<file path="config.mk">
export PLATFORM = sky130hd
export DESIGN_NAME = length_prefixed_packet_deframer_core_flat
export DESIGN_NICKNAME = d
export VERILOG_FILES = /design/src/sv/lppd_pkg.sv /design/src/sv/lppd_intf.sv /design/src/sv/lppd_parser.sv /design/src/sv/lppd_queue.sv /design/src/sv/lppd_out_stage.sv /design/src/sv/length_prefixed_packet_deframer_core.sv /design/src/flat_wrapper.sv
export SDC_FILE = /design/constraint.sdc
export NUM_CORES = 1
export LEC_CHECK = 0
export ABC_AREA = 1
export BUFFER_PORTS_ARGS = -buffer_cell sky130_fd_sc_hd__clkbuf_2
export CORE_MARGIN = 1
export CORE_UTILIZATION = 35
export DETAILED_ROUTE_END_ITERATION = 6
export PLACE_DENSITY = 0.5
export SLEW_MARGIN = 20
export SYNTH_ARGS = -nofsm -noshare
export SYNTH_HDL_FRONTEND = slang
export SYNTH_SLANG_ARGS = --single-unit
</file>
<file path="constraint.sdc">
create_clock -name clk_i -period 8 [get_ports clk_i]
set_clock_uncertainty 0.15 [all_clocks]
set_input_delay 0 -clock clk_i [delete_from_list [all_inputs] [get_ports clk_i]]
set_output_delay 0 -clock clk_i [all_outputs]
set_load 0.01 [all_outputs]
</file>
<file path="src/sv/lppd_pkg.sv">
// Package for the length-prefixed packet deframer.
// Holds the result kinds, register indexes, header constants and shared types.
// No dependencies.
`timescale 1ns / 1ps
`default_nettype none

package lppd_pkg;

  localparam int unsigned CfgIdxW = 2;
  localparam int unsigned CfgDataW = 16;

  localparam logic [CfgIdxW-1:0] CFG_MAX_PACKET_BYTES = 2'd0;
  localparam logic [CfgIdxW-1:0] CFG_BIG_ENDIAN = 2'd1;

  localparam logic [15:0] MaxPacketBytesReset = 16'd4096;
  localparam logic [15:0] HeaderTotal = 16'd4;
  localparam logic [1:0] HeaderLastPos = 2'd3;

  typedef enum logic [1:0] {
    KIND_BODY  = 2'd0,
    KIND_EMPTY = 2'd1,
    KIND_ERROR = 2'd2
  } kind_e;

  typedef struct packed {
    kind_e       kind;
    logic [15:0] packet_id;
    logic [7:0]  data;
    logic        last;
  } result_t;

  // One result handed from the parser to the result queue.
  typedef struct packed {
    logic    valid;
    result_t res;
  } push_t;

  // Queue status seen by the parser and the output stage.
  typedef struct packed {
    logic full;
    logic empty;
  } q_stat_t;

endpackage

`default_nettype wire

</file>
<file path="src/sv/lppd_intf.sv">
// Channel interfaces of the deframer: input bytes, results and register writes.
// Depends on lppd_pkg for the result kind type.
`timescale 1ns / 1ps
`default_nettype none

interface lppd_byte_if;
  logic       valid;
  logic       ready;
  logic [7:0] stream_byte;
  logic       restart;

  modport source (output valid, output stream_byte, output restart, input ready);
  modport sink (input valid, input stream_byte, input restart, output ready);
endinterface

interface lppd_result_if;
  logic                valid;
  logic                ready;
  lppd_pkg::kind_e     kind;
  logic [15:0]         packet_id;
  logic [7:0]          data;
  logic                last;

  modport source (output valid, output kind, output packet_id, output data, output last,
                  input ready);
  modport sink (input valid, input kind, input packet_id, input data, input last,
                output ready);
endinterface

interface lppd_cfg_if;
  logic                          valid;
  logic                          ready;
  logic [lppd_pkg::CfgIdxW-1:0]  index;
  logic [lppd_pkg::CfgDataW-1:0] wdata;

  modport source (output valid, output index, output wdata, input ready);
  modport sink (input valid, input index, input wdata, output ready);
endinterface

`default_nettype wire

</file>
<file path="src/sv/lppd_parser.sv">
// Front part of the deframer: takes bytes, tracks header and body state and
// classifies each byte into at most one result. Holds the configuration registers.
// Depends on lppd_pkg and lppd_intf.
`timescale 1ns / 1ps
`default_nettype none

module lppd_parser (
  input  wire                  clk_i,
  input  wire                  rst_ni,
  lppd_byte_if.sink            in_i,
  lppd_cfg_if.sink             cfg_i,
  input  lppd_pkg::q_stat_t    q_stat_i,
  output lppd_pkg::push_t      push_o
);

  logic [15:0] max_bytes_q, max_bytes_d;
  logic        big_endian_q, big_endian_d;

  logic [1:0]  hdr_pos_q, hdr_pos_d;
  logic [23:0] hdr_bytes_q, hdr_bytes_d;
  logic [15:0] body_rem_q, body_rem_d;
  logic [15:0] cur_id_q, cur_id_d;
  logic        halt_q, halt_d;

  logic        in_xfer;
  logic        cfg_xfer;
  logic [15:0] size;
  logic [15:0] id;

  // Every byte yields at most one result, so one free queue slot is enough.
  assign in_i.ready = ~q_stat_i.full;
  assign cfg_i.ready = 1'b1;
  assign in_xfer = in_i.valid & in_i.ready;
  assign cfg_xfer = cfg_i.valid;

  always_comb begin
    max_bytes_d = max_bytes_q;
    big_endian_d = big_endian_q;
    if (cfg_xfer) begin
      case (cfg_i.index)
        lppd_pkg::CFG_MAX_PACKET_BYTES: max_bytes_d = cfg_i.wdata;
        lppd_pkg::CFG_BIG_ENDIAN:       big_endian_d = cfg_i.wdata[0];
        default: ;
      endcase
    end
  end

  always_comb begin
    if (big_endian_q) begin
      size = {hdr_bytes_q[7:0], hdr_bytes_q[15:8]};
      id = {hdr_bytes_q[23:16], in_i.stream_byte};
    end else begin
      size = {hdr_bytes_q[15:8], hdr_bytes_q[7:0]};
      id = {in_i.stream_byte, hdr_bytes_q[23:16]};
    end
  end

  always_comb begin
    hdr_pos_d = hdr_pos_q;
    hdr_bytes_d = hdr_bytes_q;
    body_rem_d = body_rem_q;
    cur_id_d = cur_id_q;
    halt_d = halt_q;
    push_o.valid = 1'b0;
    push_o.res.kind = lppd_pkg::KIND_BODY;
    push_o.res.packet_id = cur_id_q;
    push_o.res.data = in_i.stream_byte;
    push_o.res.last = 1'b0;
    if (in_xfer) begin
      if (in_i.restart) begin
        hdr_pos_d = '0;
        hdr_bytes_d = '0;
        body_rem_d = '0;
        cur_id_d = '0;
        halt_d = 1'b0;
      end else if (halt_q) begin
        hdr_pos_d = hdr_pos_q;
      end else if (body_rem_q != 16'd0) begin
        body_rem_d = body_rem_q - 16'd1;
        push_o.valid = 1'b1;
        push_o.res.last = (body_rem_q == 16'd1);
      end else if (hdr_pos_q != lppd_pkg::HeaderLastPos) begin
        hdr_bytes_d[{hdr_pos_q, 3'b000} +: 8] = in_i.stream_byte;
        hdr_pos_d = hdr_pos_q + 2'd1;
      end else begin
        // Fourth header byte: the whole header is known now.
        hdr_pos_d = '0;
        hdr_bytes_d = '0;
        push_o.res.packet_id = id;
        push_o.res.data = 8'd0;
        push_o.res.last = 1'b1;
        if (size < lppd_pkg::HeaderTotal || size > max_bytes_q) begin
          halt_d = 1'b1;
          push_o.valid = 1'b1;
          push_o.res.kind = lppd_pkg::KIND_ERROR;
        end else if (size == lppd_pkg::HeaderTotal) begin
          push_o.valid = 1'b1;
          push_o.res.kind = lppd_pkg::KIND_EMPTY;
        end else begin
          cur_id_d = id;
          body_rem_d = size - lppd_pkg::HeaderTotal;
        end
      end
    end
  end

  always_ff @(posedge clk_i or negedge rst_ni) begin
    if (!rst_ni) begin
      max_bytes_q <= lppd_pkg::MaxPacketBytesReset;
      big_endian_q <= 1'b0;
      hdr_pos_q <= '0;
      hdr_bytes_q <= '0;
      body_rem_q <= '0;
      cur_id_q <= '0;
      halt_q <= 1'b0;
    end else begin
      max_bytes_q <= max_bytes_d;
      big_endian_q <= big_endian_d;
      hdr_pos_q <= hdr_pos_d;
      hdr_bytes_q <= hdr_bytes_d;
      body_rem_q <= body_rem_d;
      cur_id_q <= cur_id_d;
      halt_q <= halt_d;
    end
  end

`ifndef SYNTHESIS
  // Once halted, only a restart transfer may clear the halt.
  assert property (@(posedge clk_i) disable iff (!rst_ni)
    halt_q && !(in_xfer && in_i.restart) |=> halt_q)
    else $error("halt cleared without restart");

  // A body byte counts the remaining body down by exactly one.
  assert property (@(posedge clk_i) disable iff (!rst_ni)
    in_xfer && !in_i.restart && !halt_q && body_rem_q != 16'd0
      |=> body_rem_q == $past(body_rem_q) - 16'd1)
    else $error("body count did not step down");

  // Header bytes are only gathered outside the body phase.
  assert property (@(posedge clk_i) disable iff (!rst_ni)
    body_rem_q != 16'd0 |-> hdr_pos_q == 2'd0)
    else $error("header position moved during body");
`endif

endmodule

`default_nettype wire

</file>
<file path="src/sv/lppd_queue.sv">
// Two-entry result queue between the parser and the output stage.
// Depends on lppd_pkg.
`timescale 1ns / 1ps
`default_nettype none

module lppd_queue (
  input  wire                  clk_i,
  input  wire                  rst_ni,
  input  lppd_pkg::push_t      push_i,
  input  wire                  pop_i,
  output lppd_pkg::result_t    pop_data_o,
  output lppd_pkg::q_stat_t    q_stat_o
);

  lppd_pkg::result_t mem [2];
  logic       wr_ptr_q, wr_ptr_d;
  logic       rd_ptr_q, rd_ptr_d;
  logic [1:0] cnt_q, cnt_d;
  logic       do_push;
  logic       do_pop;

  assign q_stat_o.full = (cnt_q == 2'd2);
  assign q_stat_o.empty = (cnt_q == 2'd0);
  assign do_push = push_i.valid & ~q_stat_o.full;
  assign do_pop = pop_i & ~q_stat_o.empty;
  assign pop_data_o = mem[rd_ptr_q];

  always_comb begin
    wr_ptr_d = wr_ptr_q ^ do_push;
    rd_ptr_d = rd_ptr_q ^ do_pop;
    cnt_d = cnt_q;
    if (do_push && !do_pop) begin
      cnt_d = cnt_q + 2'd1;
    end else if (do_pop && !do_push) begin
      cnt_d = cnt_q - 2'd1;
    end
  end

  always_ff @(posedge clk_i) begin
    if (do_push) begin
      mem[wr_ptr_q] <= push_i.res;
    end
  end

  always_ff @(posedge clk_i or negedge rst_ni) begin
    if (!rst_ni) begin
      wr_ptr_q <= 1'b0;
      rd_ptr_q <= 1'b0;
      cnt_q <= '0;
    end else begin
      wr_ptr_q <= wr_ptr_d;
      rd_ptr_q <= rd_ptr_d;
      cnt_q <= cnt_d;
    end
  end

`ifndef SYNTHESIS
  // The parser never offers a result when no slot is free.
  assert property (@(posedge clk_i) disable iff (!rst_ni)
    push_i.valid |-> !q_stat_o.full)
    else $error("push into full queue");

  // Fill level and pointer distance agree.
  assert property (@(posedge clk_i) disable iff (!rst_ni)
    (cnt_q == 2'd1) == (wr_ptr_q != rd_ptr_q))
    else $error("queue pointers and count disagree");
`endif

endmodule

`default_nettype wire

</file>
<file path="src/sv/lppd_out_stage.sv">
// Back part of the deframer: output register that moves queued results onto
// the result channel. Depends on lppd_pkg and lppd_intf.
`timescale 1ns / 1ps
`default_nettype none

module lppd_out_stage (
  input  wire                  clk_i,
  input  wire                  rst_ni,
  input  lppd_pkg::q_stat_t    q_stat_i,
  input  lppd_pkg::result_t    pop_data_i,
  output logic                 pop_o,
  lppd_result_if.source        out_o
);

  logic              out_valid_q, out_valid_d;
  lppd_pkg::result_t out_res_q, out_res_d;
  logic              load;

  // The register refills whenever it is empty or its content is taken.
  assign load = ~out_valid_q | out_o.ready;
  assign pop_o = load & ~q_stat_i.empty;

  always_comb begin
    out_valid_d = out_valid_q;
    out_res_d = out_res_q;
    if (load) begin
      out_valid_d = ~q_stat_i.empty;
      out_res_d = pop_data_i;
    end
  end

  always_ff @(posedge clk_i or negedge rst_ni) begin
    if (!rst_ni) begin
      out_valid_q <= 1'b0;
    end else begin
      out_valid_q <= out_valid_d;
    end
  end

  always_ff @(posedge clk_i) begin
    out_res_q <= out_res_d;
  end

  assign out_o.valid = out_valid_q;
  assign out_o.kind = out_res_q.kind;
  assign out_o.packet_id = out_res_q.packet_id;
  assign out_o.data = out_res_q.data;
  assign out_o.last = out_res_q.last;

endmodule

`default_nettype wire

</file>
<file path="src/sv/length_prefixed_packet_deframer_core.sv">
// Length-prefixed packet deframer: takes one stream byte per cycle and emits
// at most one result per byte, so it sustains one byte per clock cycle when the
// result side keeps up. The edge that takes a byte writes its result into the
// two-entry result queue; from there it moves into the output register, which
// offers it on the result channel. When the result side stalls, the input takes
// bytes until the output register and the queue hold three results.
// Packets start with a 4-byte header (16-bit total size including the header,
// then 16-bit id, byte order set by register 1); register 0 sets the largest
// accepted size. Size and byte order are sampled on the fourth header byte. An
// invalid size gives one error result and then bytes are dropped until a
// restart transfer. Register writes are always taken and belong in idle time.
// Depends on lppd_pkg, lppd_intf, lppd_parser, lppd_queue and lppd_out_stage.
`timescale 1ns / 1ps
`default_nettype none

module length_prefixed_packet_deframer_core (
  input  wire            clk_i,
  input  wire            rst_ni,
  lppd_byte_if.sink      in_i,
  lppd_cfg_if.sink       cfg_i,
  lppd_result_if.source  out_o
);

  lppd_pkg::push_t   push;
  lppd_pkg::q_stat_t q_stat;
  lppd_pkg::result_t pop_data;
  logic              pop;

  lppd_parser u_parser (
    .clk_i    (clk_i),
    .rst_ni   (rst_ni),
    .in_i     (in_i),
    .cfg_i    (cfg_i),
    .q_stat_i (q_stat),
    .push_o   (push)
  );

  lppd_queue u_queue (
    .clk_i      (clk_i),
    .rst_ni     (rst_ni),
    .push_i     (push),
    .pop_i      (pop),
    .pop_data_o (pop_data),
    .q_stat_o   (q_stat)
  );

  lppd_out_stage u_out_stage (
    .clk_i      (clk_i),
    .rst_ni     (rst_ni),
    .q_stat_i   (q_stat),
    .pop_data_i (pop_data),
    .pop_o      (pop),
    .out_o      (out_o)
  );

endmodule

`default_nettype wire

</file>
<file path="src/flat_wrapper.sv">
// flat-port wrapper written by rule: the top's interface ports become plain ports
module length_prefixed_packet_deframer_core_flat 
  (clk_i, rst_ni, in_i_valid, in_i_stream_byte, in_i_restart, in_i_ready, cfg_i_valid, cfg_i_index, cfg_i_wdata, cfg_i_ready, out_o_valid, out_o_kind, out_o_packet_id, out_o_data, out_o_last, out_o_ready);
  lppd_byte_if in_i_i ();
  lppd_cfg_if cfg_i_i ();
  lppd_result_if out_o_i ();
  input  wire clk_i;
  input  wire rst_ni;
  input wire logic [$bits(in_i_i.valid)-1:0] in_i_valid;
  input wire logic [$bits(in_i_i.stream_byte)-1:0] in_i_stream_byte;
  input wire logic [$bits(in_i_i.restart)-1:0] in_i_restart;
  output wire logic [$bits(in_i_i.ready)-1:0] in_i_ready;
  input wire logic [$bits(cfg_i_i.valid)-1:0] cfg_i_valid;
  input wire logic [$bits(cfg_i_i.index)-1:0] cfg_i_index;
  input wire logic [$bits(cfg_i_i.wdata)-1:0] cfg_i_wdata;
  output wire logic [$bits(cfg_i_i.ready)-1:0] cfg_i_ready;
  output wire logic [$bits(out_o_i.valid)-1:0] out_o_valid;
  output wire logic [$bits(out_o_i.kind)-1:0] out_o_kind;
  output wire logic [$bits(out_o_i.packet_id)-1:0] out_o_packet_id;
  output wire logic [$bits(out_o_i.data)-1:0] out_o_data;
  output wire logic [$bits(out_o_i.last)-1:0] out_o_last;
  input wire logic [$bits(out_o_i.ready)-1:0] out_o_ready;
  assign in_i_i.valid = in_i_valid;
  assign in_i_i.stream_byte = in_i_stream_byte;
  assign in_i_i.restart = in_i_restart;
  assign in_i_ready = in_i_i.ready;
  assign cfg_i_i.valid = cfg_i_valid;
  assign cfg_i_i.index = cfg_i_index;
  assign cfg_i_i.wdata = cfg_i_wdata;
  assign cfg_i_ready = cfg_i_i.ready;
  assign out_o_valid = out_o_i.valid;
  assign out_o_kind = out_o_i.kind;
  assign out_o_packet_id = out_o_i.packet_id;
  assign out_o_data = out_o_i.data;
  assign out_o_last = out_o_i.last;
  assign out_o_i.ready = out_o_ready;
  length_prefixed_packet_deframer_core u_core (.clk_i(clk_i), .rst_ni(rst_ni), .in_i(in_i_i), .cfg_i(cfg_i_i), .out_o(out_o_i));
endmodule
</file>
After elaboration in Yosys (flattened, before gate mapping)
Memory sizes are Yosys's and may differ from the RTL's. A register that Yosys moved wholly into a read port is not among the register bits.
Index checks and enable logic that the tools add are counted.

operators by class
  equal/unequal tests = 13
  add/subtract/negate cells = 6
  reduce and logical (&&, ||, !) cells = 14
  magnitude comparators = 2
  shifts and indexed selects = 2
  bitwise operators = 10
  muxes and demuxes = 41

operators by type and width
  operator                                               number
  two-way mux 16 bit                                     14
  two-way mux 28 bit                                     4
  two-way mux 24 bit                                     4
  two-way mux 26 bit                                     1
  bitwise mux 24 bit                                     1
  variable shift 8 x 7 -> 24 bit (first input constant)  1
  indexed part select 8 x 7 -> 24 bit                    1
  == test 16 x 1 -> 1 bit (second input constant)        1
  == test 16 x 3 -> 1 bit (second input constant)        1
  greater-than comparator 16 bit                         1
  < comparator 16 x 3 -> 1 bit (second input constant)   1
  nonzero test 16 bit                                    1
  subtractor 16 x 1 -> 16 bit (second input constant)    1
  subtractor 16 x 3 -> 16 bit (second input constant)    1
  two-way mux 2 bit                                      6
  != test 2 bit (second input constant)                  6
  two-way mux 1 bit                                      9
  != test 3 bit (second input constant)                  3
  negator 5 -> 7 bit                                     1
  two-way mux 3 bit                                      2
  AND reduction 6 bit                                    1
  AND reduction 5 bit                                    1
  adder 2 x 1 -> 2 bit (second input constant)           2
  AND 1 bit                                              4
  other kinds (13)                                       20

storage, ports and cells
  word-level logic and storage cells = 100
  flip-flop bits (word level) = 81
  output and inout bits = 30
  input bits = 32
  memories = 1
  RAM bits = 54

memories
  name                depth  width  read ports  clocked after Yosys merged registers in  wr ports  RTL line          text
  u_core.u_queue.mem  2      27     1           1                                        1         lppd_queue.sv:15  lppd_pkg::result_t mem [2];

Longest topological paths before layout
Gate-level depths: netlist of run 1.

  depth in word-level cells = 14
  depth in mapped cells = 22
  mapped depth without buffers = 21

Modules after synthesis
A second synthesis of run 1 with hierarchy kept.

second synthesis, totals
  cell total of the unflattened synthesis = 967
  area, all modules = 8483.1 um2

modules (own cells, without submodules)
  module          instances  seq. area each (um2)  cells an instance  area an instance (um2)
  lppd_parser     1          1903.1                766                5415.2
  lppd_queue      1          1721.7                169                2215.9
  lppd_out_stage  1          835.8                 32                 852.1

Least setup slack after synthesis of run 1
No wires, ideal clock.

  path kind = reg2reg
  from = register u_core.u_parser.big_endian_q
  to = memory u_core.u_queue.mem[0][0] (netlist name) (enable)
  cell stages (with the launch flop) = 19
  arrival time = 2909 ps
  setup slack = 4555 ps
  setup time = 386 ps
  path buffers = 2
  data required time = 7464 ps
  clock period less this slack = 3445 ps
  cells stage by stage = dfrtp_1 -> buf_4 -> buf_4 -> o21ai_1 -> inv_1 -> ha_1 -> nand2_1 -> inv_1 -> nand2_1 -> nand2_1 -> nand2_1 -> nand2_1 -> nand2_1 -> nand2_1 -> nand2_1 -> nand2_2 -> o21ai_0 -> a21oi_1 -> ha_1

between the ends
  cells in the longest elaborated chain, start to end = 12
  elaborated cells between the ends (all ways) = 15
  those cells by class = order compare (2); eq/ne (1); mux (10); bitwise (1); reduce/logical (1)

ends and longest elaborated chain
  what                                                          RTL line                              text
  from (decl)                                                   lppd_parser.sv:17                     logic big_endian_q, big_endian_d;
  from (signal assigned)                                        lppd_parser.sv:118                    big_endian_q <= big_endian_d;
  two-way mux 16 bit *                                          lppd_parser.sv:49                     if (big_endian_q) begin
  < comparator 16 x 3 -> 1 bit (tied with other cells)          lppd_parser.sv:92                     if (size < lppd_pkg::HeaderTotal || size > max_bytes_q) begin
  logical OR 1 bit / two-way mux 3 bit (equally long branches)  lppd_parser.sv:92, lppd_parser.sv:96
  two-way mux 3 bit *                                           lppd_parser.sv:92
  two-way mux 28 bit *                                          lppd_parser.sv:82                     end else if (hdr_pos_q != lppd_pkg::HeaderLastPos) begin
  two-way mux 1 bit *                                           lppd_parser.sv:78                     end else if (body_rem_q != 16'd0) begin
  two-way mux 28 bit *                                          lppd_parser.sv:76                     end else if (halt_q) begin
  two-way mux 28 bit *                                          lppd_parser.sv:70                     if (in_i.restart) begin
  two-way mux 28 bit *                                          lppd_parser.sv:69                     if (in_xfer) begin
  AND 1 bit *                                                   lppd_queue.sv:24                      assign do_push = push_i.valid & ~q_stat_o.full;
  two-way mux 1 bit *                                           lppd_queue.sv:40                      if (do_push) begin
  two-way mux 1 bit (implied by the code) *                     lppd_queue.sv:41                      mem[wr_ptr_q] <= push_i.res;
  to (decl)                                                     lppd_queue.sv:15

Mark *: on every way between the ends. The rest lies on a longest branch, timed or not.

Worst setup path after layout of run 1
  from = register u_core.u_parser.big_endian_q
  to = memory u_core.u_queue.mem[0][14] (netlist name) (enable)

Same word-level chain as after synthesis.

==> metrics.txt, run 1 <==
# TYPE chip_impl_metric gauge
chip_impl_metric{name="final_core_util",unit="%"} 42.0
chip_impl_metric{name="initial_utilization",unit="%"} 35.8
chip_impl_info{name="layout_commonest_cell",value="sky130_fd_sc_hd__nand2_1"} 1
chip_impl_metric{name="grt_start_max_net_pins",unit=""} 66
chip_impl_metric{name="number_of_enable_flip_flop_cells_after_synthesis",unit=""} 81
chip_impl_metric{name="timing.critical_path.required",unit="ps"} 7950
chip_impl_info{name="final_cell_mix",value="256 x sky130_fd_sc_hd__nand2_1, 111 x sky130_fd_sc_hd__inv_1, 84 x sky130_fd_sc_hd__nor2_1"} 1
chip_impl_metric{name="dr.pass1.iters",unit=""} 5
chip_impl_metric{name="rr_worst_depth",unit=""} 14
chip_impl_metric{name="post_synth_and_or_nand_nor_area_fraction",unit="%"} 25.2
chip_impl_metric{name="vias_in_the_first_global_route",unit=""} 6038
chip_impl_metric{name="fin_setup_tns",unit="ps"} 0
chip_impl_metric{name="top_level_ports",unit=""} 62
chip_impl_info{name="cts_tree",value="built"} 1
chip_impl_info{name="reg2reg_from",value="u_core.u_parser.big_endian_q"} 1
chip_impl_info{name="netlist_top_cells_area",value="sky130_fd_sc_hd__edfxtp_1 29%, sky130_fd_sc_hd__dfrtp_1 24%, sky130_fd_sc_hd__nand2_1 11%, sky130_fd_sc_hd__inv_1 4.9%, sky130_fd_sc_hd__nand3_1 4.5%"} 1
chip_impl_metric{name="wire_per_inst",unit="µm"} 14.6
chip_impl_metric{name="yosys.area_share.adder",unit="%"} 4.01
chip_impl_info{name="min_delay_worst_endpoint",value="u_core.u_parser.max_bytes_q[12]"} 1
chip_impl_info{name="hold_path_startpoint",value="cfg_i_wdata[12]"} 1
chip_impl_metric{name="post_synth_xor_area_fraction",unit="%"} 1.25
chip_impl_metric{name="vias",unit=""} 6365
chip_impl_metric{name="ys_seq_area_share",unit="%"} 52.9
chip_impl_metric{name="worst_pin_slew",unit="ps"} 1000
chip_impl_info{name="cts_root_buf",value="sky130_fd_sc_hd__clkbuf_16"} 1
chip_impl_metric{name="timing.critical_path.fanout_max",unit=""} 65
chip_impl_metric{name="grt_antenna_before_repair",unit=""} 0
chip_impl_metric{name="final.period_utilization",unit="%"} 47.1
chip_impl_metric{name="global_route.overflow_total",unit=""} 0
chip_impl_info{name="timing.setup.critical_path_class",value="flop to flop"} 1
chip_impl_metric{name="netSwitchingPower",unit="W"} 0.00132
chip_impl_info{name="synth_top_family_by_area",value="simple AND/OR/NAND/NOR gates"} 1
chip_impl_metric{name="clkSlewWorstSetupHoldPaths",unit="ps"} 70
chip_impl_metric{name="drv_slew",unit=""} 0
chip_impl_metric{name="first_pass_grt_wire_length",unit="mm"} 32.6
chip_impl_metric{name="cts-buffers-inserted",unit=""} 17
chip_impl_metric{name="antenna_violating_nets_post_route",unit=""} 0
chip_impl_info{name="rsz_0062_raised_after_global_routing",value="no"} 1
chip_impl_metric{name="synthesis.nets",unit=""} 1010
chip_impl_metric{name="die_h",unit="µm"} 157
chip_impl_metric{name="synth.lib_cells_used.distinct",unit=""} 44
chip_impl_metric{name="cts_setup_buffers",unit=""} 0
chip_impl_metric{name="p_int",unit="W"} 0.00191
chip_impl_metric{name="core-area",unit="mm²"} 0.0235
chip_impl_metric{name="muxShareOfSynthArea",unit="%"} 0
chip_impl_metric{name="die_width",unit="µm"} 157
chip_impl_info{name="critical_path.endpoint_type",value="flop"} 1
chip_impl_metric{name="htree_num_levels",unit=""} 4
chip_impl_metric{name="postRouteWirelength",unit="mm"} 20.0
chip_impl_metric{name="static_leakage_power",unit="nW"} 4.73
chip_impl_info{name="setup.worst_path.start_class",value="flop"} 1
chip_impl_metric{name="port_buffers",unit=""} 60
chip_impl_metric{name="place.gp.congestion",unit=""} 0.853
chip_impl_info{name="critical_path.startpoint",value="u_core.u_parser.big_endian_q"} 1
chip_impl_metric{name="place_hpwl",unit="mm"} 14.1
chip_impl_metric{name="timing.fmax",unit="GHz"} 0.265
chip_impl_metric{name="synthesis.area",unit="mm²"} 0.00843
chip_impl_metric{name="floorplan.rows",unit=""} 56
chip_impl_info{name="synth_top_cell_by_area",value="sky130_fd_sc_hd__edfxtp_1"} 1
chip_impl_metric{name="drc_errors",unit=""} 0
chip_impl_metric{name="complex_gate_fraction_of_the_synthesized_area",unit="%"} 8.88
chip_impl_metric{name="final_layout_size_suffix_gt1_share",unit="%"} 14.0
chip_impl_metric{name="die_area",unit="mm²"} 0.0247
chip_impl_metric{name="globalRouteTotalUtil",unit="%"} 17.5
chip_impl_metric{name="timing.critical_path.arrival",unit="ps"} 3720
chip_impl_metric{name="maxCapViolCount",unit=""} 0
chip_impl_metric{name="hold_path_depth",unit=""} 4
chip_impl_metric{name="finalWorstPathRequiredPeriod",unit="ps"} 3770
chip_impl_metric{name="timing.reg2reg.setup_slack",unit="ps"} 4230
chip_impl_metric{name="netSwitchingFraction",unit="%"} 40.9
chip_impl_metric{name="postSynthAreaPerCell",unit="µm²"} 8.86
chip_impl_metric{name="ir_drop_worst_vdd",unit="µV"} 135
chip_impl_metric{name="report.final.hold_viol_count",unit=""} 0
chip_impl_metric{name="flow.area_growth_from_synthesis",unit="%"} 17.4
chip_impl_metric{name="clock_power_share",unit="%"} 25.8
chip_impl_metric{name="drt_iter0_markers",unit=""} 293
chip_impl_metric{name="num-nets-final",unit=""} 1094
chip_impl_metric{name="combinationalPowerShare",unit="%"} 36.4
chip_impl_metric{name="cts.sink_count",unit=""} 162
chip_impl_metric{name="pwr-share-seq",unit="%"} 37.8
chip_impl_metric{name="antennaDiodeCount",unit=""} 0
chip_impl_info{name="status",value="finished clean"} 1
chip_impl_metric{name="slew_headroom",unit="%"} 32.4
chip_impl_metric{name="synthArstFlopShare",unit="%"} 50.0
chip_impl_info{name="reg2reg_to",value="u_core.u_queue.mem[0][14]"} 1
chip_impl_metric{name="setup-violations-final",unit=""} 0
chip_impl_metric{name="postSynthCellCount",unit=""} 951
chip_impl_metric{name="route.detailed.vias_per_inst",unit=""} 4.66
chip_impl_metric{name="yosysTopAreaCellShare",unit="%"} 28.9
chip_impl_metric{name="synth-warning-count",unit=""} 0
chip_impl_metric{name="clock_path_buffers",unit=""} 2
chip_impl_info{name="hold_class",value="input pin to flop"} 1
chip_impl_metric{name="clock_latency",unit="ps"} 440
chip_impl_metric{name="power-per-cell-area",unit="mW/mm²"} 327
chip_impl_metric{name="ys_ff_latch",unit=""} 162
chip_impl_info{name="synthFlopType",value="sky130_fd_sc_hd__edfxtp_1"} 1
[cell families after synthesis]
group / after synthesis
AND/OR/NAND/NOR: 469
flip-flops: 162
buffers and inverters: 147
AO/OA/AOI/OAI: 133
adder cells (fa/ha/maj): 27
XOR/XNOR: 12
other: 1
[sequential cells by signal, summed over array words and instances, names as in the netlist, 2 cells and up]
name and flops:
u_core.u_out_stage.out_o.data 8, u_core.u_queue.mem 54, u_core.u_parser.hdr_bytes_q 24, u_core.u_parser.max_bytes_q 16, u_core.u_out_stage.out_o.kind 2, u_core.u_queue.cnt_q 2, u_core.u_parser.body_rem_q 16, u_core.u_out_stage.out_o.packet_id 16
u_core.u_parser.cur_id_q 16, u_core.u_parser.hdr_pos_q 2
[cells in the mapped netlist, drive strengths merged (4+ instances only)]
cell type / count
nand2: 266
inv: 114
nor2: 101
edfxtp: 81
dfrtp: 80
nand3: 76
o21ai: 67
a21oi: 52
ha: 27
buf: 21
clkbuf: 11
o22ai: 10
nand4: 9
nor3: 9
xor2: 8
nand3b: 4
nor4: 4
xnor2: 4
[power groups by stage]
stage                     registers [W]  logic, W  clock network, W
after detailed placement        0.00124   0.00117                 0
after global placement          0.00124   0.00118                 0
after CTS                       0.00123   0.00119          0.000857
after floorplan                 0.00122  0.000865                 0
final                           0.00122   0.00118          0.000834
after global routing            0.00125   0.00135          0.000887
[timing repair]
action                    in CTS  in global routing
hold endpoints to repair     122                  0
hold buffers                  32                  0
gates resized for setup        0                  0
[critical path, cell delays in order (launching register included)]
cell                      delay [ps]
sky130_fd_sc_hd__dfrtp_4         850
sky130_fd_sc_hd__nand2_1         140
sky130_fd_sc_hd__o21ai_2         130
sky130_fd_sc_hd__inv_1           110
sky130_fd_sc_hd__ha_1            320
sky130_fd_sc_hd__nand2_1          90
sky130_fd_sc_hd__nor3_1          260
sky130_fd_sc_hd__nand2_1         100
sky130_fd_sc_hd__nand2_1          60
sky130_fd_sc_hd__nand2_1         140
sky130_fd_sc_hd__nand2_2         160
sky130_fd_sc_hd__o21ai_0          90
sky130_fd_sc_hd__a21oi_1         270
sky130_fd_sc_hd__ha_1            200
sky130_fd_sc_hd__buf_4           340
[cell type report]
type	count	area (µm²)
clock buffers	17	425
clock inverters	15	191
fillers	2392	13600
inverters	115	432
multi-input cells	642	3310
flip-flops and latches	162	4460
well taps	319	399
repair buffers	97	671
[per-stage QoR]
step                      hold slack [ps]  power [W]  area, µm²  setup slack, ps  std cells
final                                 185    0.00323       9900             4230       1367
after global routing                  215    0.00349       9900             3910       1367
after CTS                             169    0.00327       9890             3940       1367
after detailed placement             -184    0.00242       8950             3950       1303
after global placement               -186    0.00242       8950             4020       1303
after floorplan                      -446    0.00208       8430             4550        951
[routing by layer]
metal	wire (µm)	track usage (%)
met1	9730	24.0
met2	9320	28.2
met3	634	2.75
met4	318	5.73
met5	0	0
[worst max path at each step]
stage	endpoint	slack [ps]	cells past startpoint
floorplan	u_core.u_queue.mem[0][0]	4550	18
global route	u_core.u_queue.mem[0][25]	3910	14
finish	u_core.u_queue.mem[0][14]	4230	14
CTS	u_core.u_queue.mem[0][25]	3940	14
detailed placement	u_core.u_queue.mem[0][21]	3950	14
global placement	u_core.u_queue.mem[0][21]	4020	14
Power figures use the tool's default switching activity.
==> run 2, diff against run 1 <==
PLACE_DENSITY = 0.52   (was 0.5)
clock period = 3.45 ns   (was 8 ns; I/O delays follow)
==> run 2 against run 1 <==
Against the previous run: critical path depth rose by 2; register-to-register slack worse by 4000 ps; sequential cell count did not move; sequential power increased by 130%; count of clock-buffer cells in the layout unchanged; power rose by 140%; critical endpoint is now u_core.u_queue.cnt_q[1]; fmax grew 19%; largest cell class unchanged.
==> metrics.txt, run 2 (same netlist as run 1, synthesis figures left out) <==
# TYPE chip_impl_metric gauge
chip_impl_info{name="status",value="finished clean"} 1
chip_impl_metric{name="report.final.hold_viol_count",unit=""} 0
chip_impl_info{name="max_flop_register",value="u_core.u_queue.mem"} 1
chip_impl_metric{name="netSwitchingPower",unit="W"} 0.00317
chip_impl_info{name="cts_root_buf",value="sky130_fd_sc_hd__clkbuf_16"} 1
chip_impl_metric{name="wire_per_inst",unit="µm"} 14.3
chip_impl_metric{name="dp_worst_setup_slack",unit="ps"} 58.2
chip_impl_metric{name="globalRouteTotalUtil",unit="%"} 17.5
chip_impl_metric{name="vias",unit=""} 6439
chip_impl_metric{name="finalWorstPathRequiredPeriod",unit="ps"} 3170
chip_impl_metric{name="clock_latency",unit="ps"} 440
chip_impl_info{name="top_regs",value="u_core.u_queue.mem x54, u_core.u_parser.hdr_bytes_q x24"} 1
chip_impl_metric{name="route.detailed.vias_per_inst",unit=""} 4.63
chip_impl_metric{name="netSwitchingFraction",unit="%"} 40.8
chip_impl_metric{name="static_leakage_power",unit="nW"} 4.87
chip_impl_metric{name="final.setup.worst_slack",unit="ps"} 276
chip_impl_metric{name="core-area",unit="mm²"} 0.0235
chip_impl_metric{name="first_pass_grt_wire_length",unit="mm"} 32.9
chip_impl_metric{name="global_route.overflow_total",unit=""} 0
chip_impl_metric{name="final.period_utilization",unit="%"} 92.0
chip_impl_metric{name="vias_in_the_first_global_route",unit=""} 6232
chip_impl_metric{name="combinationalPowerShare",unit="%"} 38.3
chip_impl_metric{name="slew_headroom",unit="%"} 39.4
chip_impl_metric{name="timing.fmax",unit="GHz"} 0.315
chip_impl_metric{name="flow.area_growth_from_synthesis",unit="%"} 20.6
chip_impl_info{name="critical_path.endpoint_type",value="flop"} 1
chip_impl_metric{name="design_area",unit="mm²"} 0.0102
chip_impl_info{name="reg2reg_from",value="u_core.u_parser.big_endian_q"} 1
chip_impl_metric{name="initial_utilization",unit="%"} 35.8
chip_impl_metric{name="die_h",unit="µm"} 157
chip_impl_info{name="cts_tree",value="built"} 1
chip_impl_info{name="crit_top_cell",value="sky130_fd_sc_hd__a21oi_1"} 1
chip_impl_metric{name="critical_path.max_stage_delay",unit="ps"} 530
chip_impl_metric{name="die_area",unit="mm²"} 0.0247
chip_impl_metric{name="maxCapViolCount",unit=""} 0
chip_impl_metric{name="placed_area",unit="mm²"} 0.00915
chip_impl_info{name="hold_class",value="input pin to async pin"} 1
chip_impl_metric{name="p_int",unit="W"} 0.00459
chip_impl_info{name="critical_path.cell_chain",value="buf_4, o21ai_2, inv_1, ha_1, a21oi_1, nand2_1, a21oi_1, nand2_1, nand2_4, nand2_4, o21ai_1, a21oi_2, ha_1, a21oi_1, o21ai_0, xnor2_1"} 1
chip_impl_metric{name="fin_setup_tns",unit="ps"} 0
chip_impl_metric{name="met2_usage",unit="%"} 27.5
chip_impl_metric{name="pwr-share-seq",unit="%"} 35.5
chip_impl_info{name="critical_path.startpoint",value="u_core.u_parser.big_endian_q"} 1
chip_impl_metric{name="clock_path_buffers",unit=""} 2
chip_impl_metric{name="antennaDiodeCount",unit=""} 0
chip_impl_metric{name="floorplan.rows",unit=""} 56
chip_impl_metric{name="worst_pin_slew",unit="ps"} 907
chip_impl_metric{name="grt_use_met3",unit="%"} 3.50
chip_impl_metric{name="power-per-cell-area",unit="mW/mm²"} 763
chip_impl_metric{name="hold-worst-slack",unit="ps"} 23.7
chip_impl_metric{name="clkSlewWorstSetupHoldPaths",unit="ps"} 80
chip_impl_metric{name="drt_iter0_markers",unit=""} 369
chip_impl_metric{name="place.gp.congestion",unit=""} 0.874
chip_impl_metric{name="clock_power_share",unit="%"} 26.2
chip_impl_info{name="final_cell_mix",value="255 x sky130_fd_sc_hd__nand2_1, 111 x sky130_fd_sc_hd__inv_1, 83 x sky130_fd_sc_hd__nor2_1"} 1
chip_impl_metric{name="timing.critical_path.arrival",unit="ps"} 3350
chip_impl_metric{name="final_layout_size_suffix_gt1_share",unit="%"} 16.6
chip_impl_metric{name="ir_drop_worst_vdd",unit="µV"} 365
chip_impl_metric{name="design_power_total",unit="W"} 0.00776
chip_impl_info{name="library_cell_contributing_the_largest_single_delay_on_the_critical_path",value="sky130_fd_sc_hd__dfrtp_4"} 1
chip_impl_metric{name="antenna_violating_nets_post_route",unit=""} 0
chip_impl_metric{name="place_hpwl",unit="mm"} 14.0
chip_impl_metric{name="drv_slew",unit=""} 0
chip_impl_info{name="layout_commonest_cell",value="sky130_fd_sc_hd__nand2_1"} 1
chip_impl_metric{name="cts-buffers-inserted",unit=""} 17
chip_impl_metric{name="top_level_ports",unit=""} 62
chip_impl_metric{name="timing.critical_path.required",unit="ps"} 3620
chip_impl_metric{name="setup-violations-final",unit=""} 0
chip_impl_metric{name="drc_errors",unit=""} 0
chip_impl_metric{name="cts.sink_count",unit=""} 162
chip_impl_metric{name="dr.pass1.iters",unit=""} 5
chip_impl_metric{name="met1_usage",unit="%"} 23.8
chip_impl_info{name="setup.worst_path.start_class",value="flop"} 1
chip_impl_metric{name="flip_flop_count_of_the_largest_register_after_layout",unit=""} 54
chip_impl_metric{name="port_buffers",unit=""} 60
chip_impl_metric{name="grt_start_max_net_pins",unit=""} 57
chip_impl_metric{name="postRouteWirelength",unit="mm"} 19.9
chip_impl_info{name="grt.busiest_layer",value="met2"} 1
chip_impl_metric{name="num-nets-final",unit=""} 1118
chip_impl_metric{name="timing.critical_path.fanout_max",unit=""} 7
chip_impl_metric{name="grt_antenna_before_repair",unit=""} 0
chip_impl_metric{name="htree_num_levels",unit=""} 4
chip_impl_info{name="timing.setup.critical_path_class",value="flop to flop"} 1
chip_impl_metric{name="die_width",unit="µm"} 157
[run 2: worst max-delay path: cells and delay by family (launching register included)]
family	cells	cell delay [ps]
compound gates	7	980
xor+xnor	1	130
simple gates	4	350
fa+ha+maj	2	640
flops	1	530
buf+inv	2	280
[run 2: per-layer routing]
metal  vias to the layer above  share of wire (%)
met2                       140                 45
met3                        27                3.6
met1                      2944                 49
met5                         -                  0
met4                         0                1.8
li1                       3328                  -
[run 2: through the flow]
step	utilization [%]	cells
after global routing	43.2	1391
after CTS	42.9	1386
after global placement	38.9	1325
after floorplan	-	951
after detailed placement	38.9	1325
final	43.2	1391
[run 2: power by group through the flow]
stage	combinational (W)	sequential [W]	clock [W]
after floorplan	0.00200	0.00283	0
after global placement	0.00290	0.00280	0
after detailed placement	0.00291	0.00280	0
after CTS	0.00294	0.00276	0.00209
after global routing	0.00339	0.00281	0.00216
final	0.00297	0.00275	0.00203
[run 2: area by class of cell]
| type | instances | area, µm² |
|---|---|---|
| clock inverters | 15 | 225 |
| multi-input cells | 642 | 3350 |
| fillers | 2354 | 13400 |
| flip-flops and latches | 162 | 4460 |
| repair buffers | 121 | 871 |
| inverters | 115 | 432 |
| well taps | 319 | 399 |
| clock buffers | 17 | 425 |
[run 2: worst paths after layout]
check	end	slack, ps	depth (start not counted)
setup / recovery	u_core.u_queue.cnt_q[1]	280	16
hold / removal	u_core.u_parser.hdr_bytes_q[0]	20	2
setup reg to reg	u_core.u_queue.cnt_q[1]	280	16
hold reg to reg	u_core.u_queue.cnt_q[1]	350	1
max in group asynchronous	u_core.u_parser.max_bytes_q[12]	2260	3
min in group clk_i	u_core.u_parser.max_bytes_q[12]	180	4
[run 2: repair_timing]
action,CTS,global route
buffers inserted,0,5
hold buffers,29,0
resized for setup,0,13
endpoints found under the setup margin,0,56
endpoints found under the hold margin,130,0
==> run 3, diff against run 2 <==
CORE_UTILIZATION = 40   (was 35)
PLACE_DENSITY = 0.58   (was 0.52)
clock period = 2.8 ns   (was 3.45 ns; I/O delays follow)
==> run 3 against run 2 <==
Against the previous run: the run now ends with negative setup slack left; power increased by 27%; final area rose by 4.4%; core utilization increased by 8.8 points; non-clock buffer count increased by 37; largest cell class unchanged; fmax up 7.6%; routed wire length fell by 4.0%; count of clock-buffer cells in the layout unchanged; highest routed layer unchanged.
==> metrics.txt, run 3 (same netlist as run 1, synthesis figures left out) <==
# TYPE chip_impl_metric gauge
chip_impl_info{name="status",value="finished, violations left"} 1
chip_impl_info{name="failed_checks",value="negative setup slack"} 1
chip_impl_metric{name="crit_buf_inv",unit=""} 5
chip_impl_metric{name="final.setup.worst_slack",unit="ps"} -149
chip_impl_metric{name="first_pass_grt_wire_length",unit="mm"} 32.0
chip_impl_metric{name="grt_start_max_net_pins",unit=""} 41
chip_impl_info{name="critical_path.endpoint_type",value="flop"} 1
chip_impl_metric{name="initial_utilization",unit="%"} 41.2
chip_impl_metric{name="die_width",unit="µm"} 147
chip_impl_metric{name="clkSlewWorstSetupHoldPaths",unit="ps"} 70
chip_impl_metric{name="met1_usage",unit="%"} 25.3
chip_impl_info{name="timing.setup.critical_path_class",value="flop to flop"} 1
chip_impl_metric{name="vias_in_the_first_global_route",unit=""} 6298
chip_impl_metric{name="timing.critical_path.required",unit="ps"} 2790
chip_impl_metric{name="timing.fmax",unit="GHz"} 0.339
chip_impl_info{name="final_cell_mix",value="249 x sky130_fd_sc_hd__nand2_1, 105 x sky130_fd_sc_hd__inv_1, 83 x sky130_fd_sc_hd__nor2_1"} 1
chip_impl_metric{name="wire_per_inst",unit="µm"} 13.9
chip_impl_metric{name="vias",unit=""} 6576
chip_impl_metric{name="final_cell_count_no_fill",unit=""} 1379
chip_impl_metric{name="place_hpwl",unit="mm"} 14.1
chip_impl_metric{name="grt_antenna_before_repair",unit=""} 0
chip_impl_info{name="layout_commonest_cell",value="sky130_fd_sc_hd__nand2_1"} 1
chip_impl_metric{name="cts.sink_count",unit=""} 162
chip_impl_metric{name="die_h",unit="µm"} 147
chip_impl_metric{name="clock_latency",unit="ps"} 430
chip_impl_info{name="cts_root_buf",value="sky130_fd_sc_hd__clkbuf_16"} 1
chip_impl_metric{name="top_level_ports",unit=""} 62
chip_impl_metric{name="timing.critical_path.fanout_max",unit=""} 12
chip_impl_metric{name="route.detailed.vias_per_inst",unit=""} 4.77
chip_impl_metric{name="place.gp.congestion",unit=""} 0.878
chip_impl_metric{name="global_route.overflow_total",unit=""} 0
chip_impl_metric{name="dr.pass1.iters",unit=""} 4
chip_impl_info{name="setup.worst_path.start_class",value="flop"} 1
chip_impl_metric{name="flip_flop_count_of_the_largest_register_after_layout",unit=""} 54
chip_impl_info{name="grt.busiest_layer",value="met2"} 1
chip_impl_metric{name="worst_pin_slew",unit="ps"} 926
chip_impl_metric{name="htree_num_levels",unit=""} 4
chip_impl_metric{name="port_buffers",unit=""} 60
chip_impl_metric{name="die_area",unit="mm²"} 0.0217
chip_impl_metric{name="final_layout_size_suffix_gt1_share",unit="%"} 21.5
chip_impl_metric{name="hold-worst-slack",unit="ps"} 199
chip_impl_metric{name="clock_path_buffers",unit=""} 2
chip_impl_metric{name="met2_usage",unit="%"} 31.1
chip_impl_metric{name="placed_cells",unit=""} 1309
chip_impl_metric{name="slew_headroom",unit="%"} 38.1
chip_impl_metric{name="floorplan.rows",unit=""} 52
chip_impl_info{name="library_cell_contributing_the_largest_single_delay_on_the_critical_path",value="sky130_fd_sc_hd__dfrtp_2"} 1
chip_impl_info{name="cts_tree",value="built"} 1
chip_impl_metric{name="static_leakage_power",unit="nW"} 5.07
chip_impl_metric{name="antenna_violating_nets_post_route",unit=""} 0
chip_impl_info{name="top_regs",value="u_core.u_queue.mem x54, u_core.u_parser.hdr_bytes_q x24"} 1
chip_impl_info{name="worst_path_dominant_cell_family",value="simple AND/OR/NAND/NOR gates"} 1
chip_impl_metric{name="postRouteWirelength",unit="mm"} 19.1
chip_impl_info{name="max_flop_register",value="u_core.u_queue.mem"} 1
chip_impl_metric{name="globalRouteTotalUtil",unit="%"} 18.9
chip_impl_metric{name="flow.area_growth_from_synthesis",unit="%"} 25.9
chip_impl_metric{name="cts-buffers-inserted",unit=""} 17
chip_impl_metric{name="drc_errors",unit=""} 0
chip_impl_metric{name="dp_worst_setup_slack",unit="ps"} -192
chip_impl_info{name="rsz_0062_raised_after_global_routing",value="yes"} 1
chip_impl_metric{name="critical_path.max_stage_delay",unit="ps"} 470
chip_impl_metric{name="drv_slew",unit=""} 0
chip_impl_metric{name="timing.critical_path.arrival",unit="ps"} 2940
chip_impl_metric{name="ir_drop_worst_vdd",unit="µV"} 420
chip_impl_metric{name="core-area",unit="mm²"} 0.0204
chip_impl_metric{name="power-per-cell-area",unit="mW/mm²"} 928
chip_impl_metric{name="maxCapViolCount",unit=""} 0
chip_impl_metric{name="grt_use_met3",unit="%"} 2.83
chip_impl_metric{name="antennaDiodeCount",unit=""} 0
chip_impl_metric{name="report.final.hold_viol_count",unit=""} 0
chip_impl_metric{name="finalWorstPathRequiredPeriod",unit="ps"} 2950
chip_impl_info{name="crit_top_cell",value="sky130_fd_sc_hd__nand2_2"} 1
chip_impl_info{name="critical_path.cell_chain",value="buf_6, buf_6, o21ai_4, inv_2, ha_4, nand2_4, inv_2, nand2_2, nand2_2, nand2_2, nand2_1, nand2_1, nand2_1, nand2_2, nand2_4, o21ai_4, a21oi_4, ha_4, buf_12"} 1
chip_impl_metric{name="setup-violations-final",unit=""} 58
chip_impl_metric{name="num-nets-final",unit=""} 1155
chip_impl_info{name="hold_class",value="input pin to flop"} 1
chip_impl_metric{name="drt_iter0_markers",unit=""} 325
chip_impl_metric{name="design_power_total",unit="W"} 0.00985
chip_impl_metric{name="final.period_utilization",unit="%"} 105
## run 3: changes by cell type in the layout (fill, tap and decap cells not counted), sizes merged
cell         before  now
buf              33   69
dlygate4sd3      29   30
clkinv            7    3
inv             123  125
bufinv            0    1
clkinvlp          0    1
## run 3: area by class of cell
class                   instances  area [µm²]
well taps                     270         338
clock buffers                  17         425
fillers                      1919        9820
clock inverters                15         196
inverters                     115         432
flip-flops and latches        162        4460
multi-input cells             642        3530
repair buffers                158        1230
## run 3: per-stage QoR
step / TNS [ps] / area, µm² / util, %
after floorplan: -1910 / 8590 / -
after global placement: -6630 / 9530 / 46.6
after detailed placement: -10110 / 9530 / 46.6
after CTS: -7360 / 10500 / 51.6
after global routing: -21150 / 10600 / 51.9
final: -7620 / 10600 / 51.9
## run 3: final timing paths
check | startpoint | end | depth (start not counted) | slack, ps
min in group asynchronous | rst_ni | u_core.u_parser.max_bytes_q[0] | 4 | 490
setup / recovery | u_core.u_parser.big_endian_q | u_core.u_queue.mem[0][1] | 19 | -150
hold / removal | cfg_i_wdata[12] | u_core.u_parser.max_bytes_q[12] | 4 | 200
setup reg to reg | u_core.u_parser.big_endian_q | u_core.u_queue.mem[0][1] | 19 | -150
max in group asynchronous | rst_ni | u_core.u_parser.max_bytes_q[12] | 4 | 1670
hold reg to reg | u_core.u_queue.cnt_q[1] | u_core.u_queue.cnt_q[1] | 1 | 340
## run 3: what timing repair did
| action | in CTS | in global routing |
|---|---|---|
| setup buffers | 6 | 2 |
| setup endpoints to repair | 56 | 91 |
| pin swaps | 9 | 14 |
| hold buffers | 31 | 0 |
| hold endpoints to repair | 156 | 0 |
| gates resized for setup | 6 | 20 |
## run 3: layer usage
metal | up-vias | wire (µm)
met1 | 3020 | 8970
met4 | 0 | 325
met5 | - | 0
met2 | 132 | 9150
li1 | 3400 | -
met3 | 24 | 684
## run 3: power by group
group | total [W] | internal [W] | switching (W)
Clock | 0.00243 | 0.00131 | 0.00113
Combinational | 0.00401 | 0.00155 | 0.00246
Sequential | 0.00340 | 0.00312 | 0.000276
Total | 0.00985 | 0.00599 | 0.00386
## run 3: worst register-to-register path, cell delays in order, from the launching register on
cell                      delay, ps
sky130_fd_sc_hd__dfrtp_2        470
sky130_fd_sc_hd__buf_6          160
sky130_fd_sc_hd__buf_6          120
sky130_fd_sc_hd__o21ai_4        140
sky130_fd_sc_hd__inv_2           70
sky130_fd_sc_hd__ha_4           270
sky130_fd_sc_hd__nand2_4         50
sky130_fd_sc_hd__inv_2           50
sky130_fd_sc_hd__nand2_2         50
sky130_fd_sc_hd__nand2_2         50
sky130_fd_sc_hd__nand2_2         50
sky130_fd_sc_hd__nand2_1         50
sky130_fd_sc_hd__nand2_1         50
sky130_fd_sc_hd__nand2_1         70
sky130_fd_sc_hd__nand2_2        100
sky130_fd_sc_hd__nand2_4         90
sky130_fd_sc_hd__o21ai_4         60
sky130_fd_sc_hd__a21oi_4        250
sky130_fd_sc_hd__ha_4           230
sky130_fd_sc_hd__buf_12         150
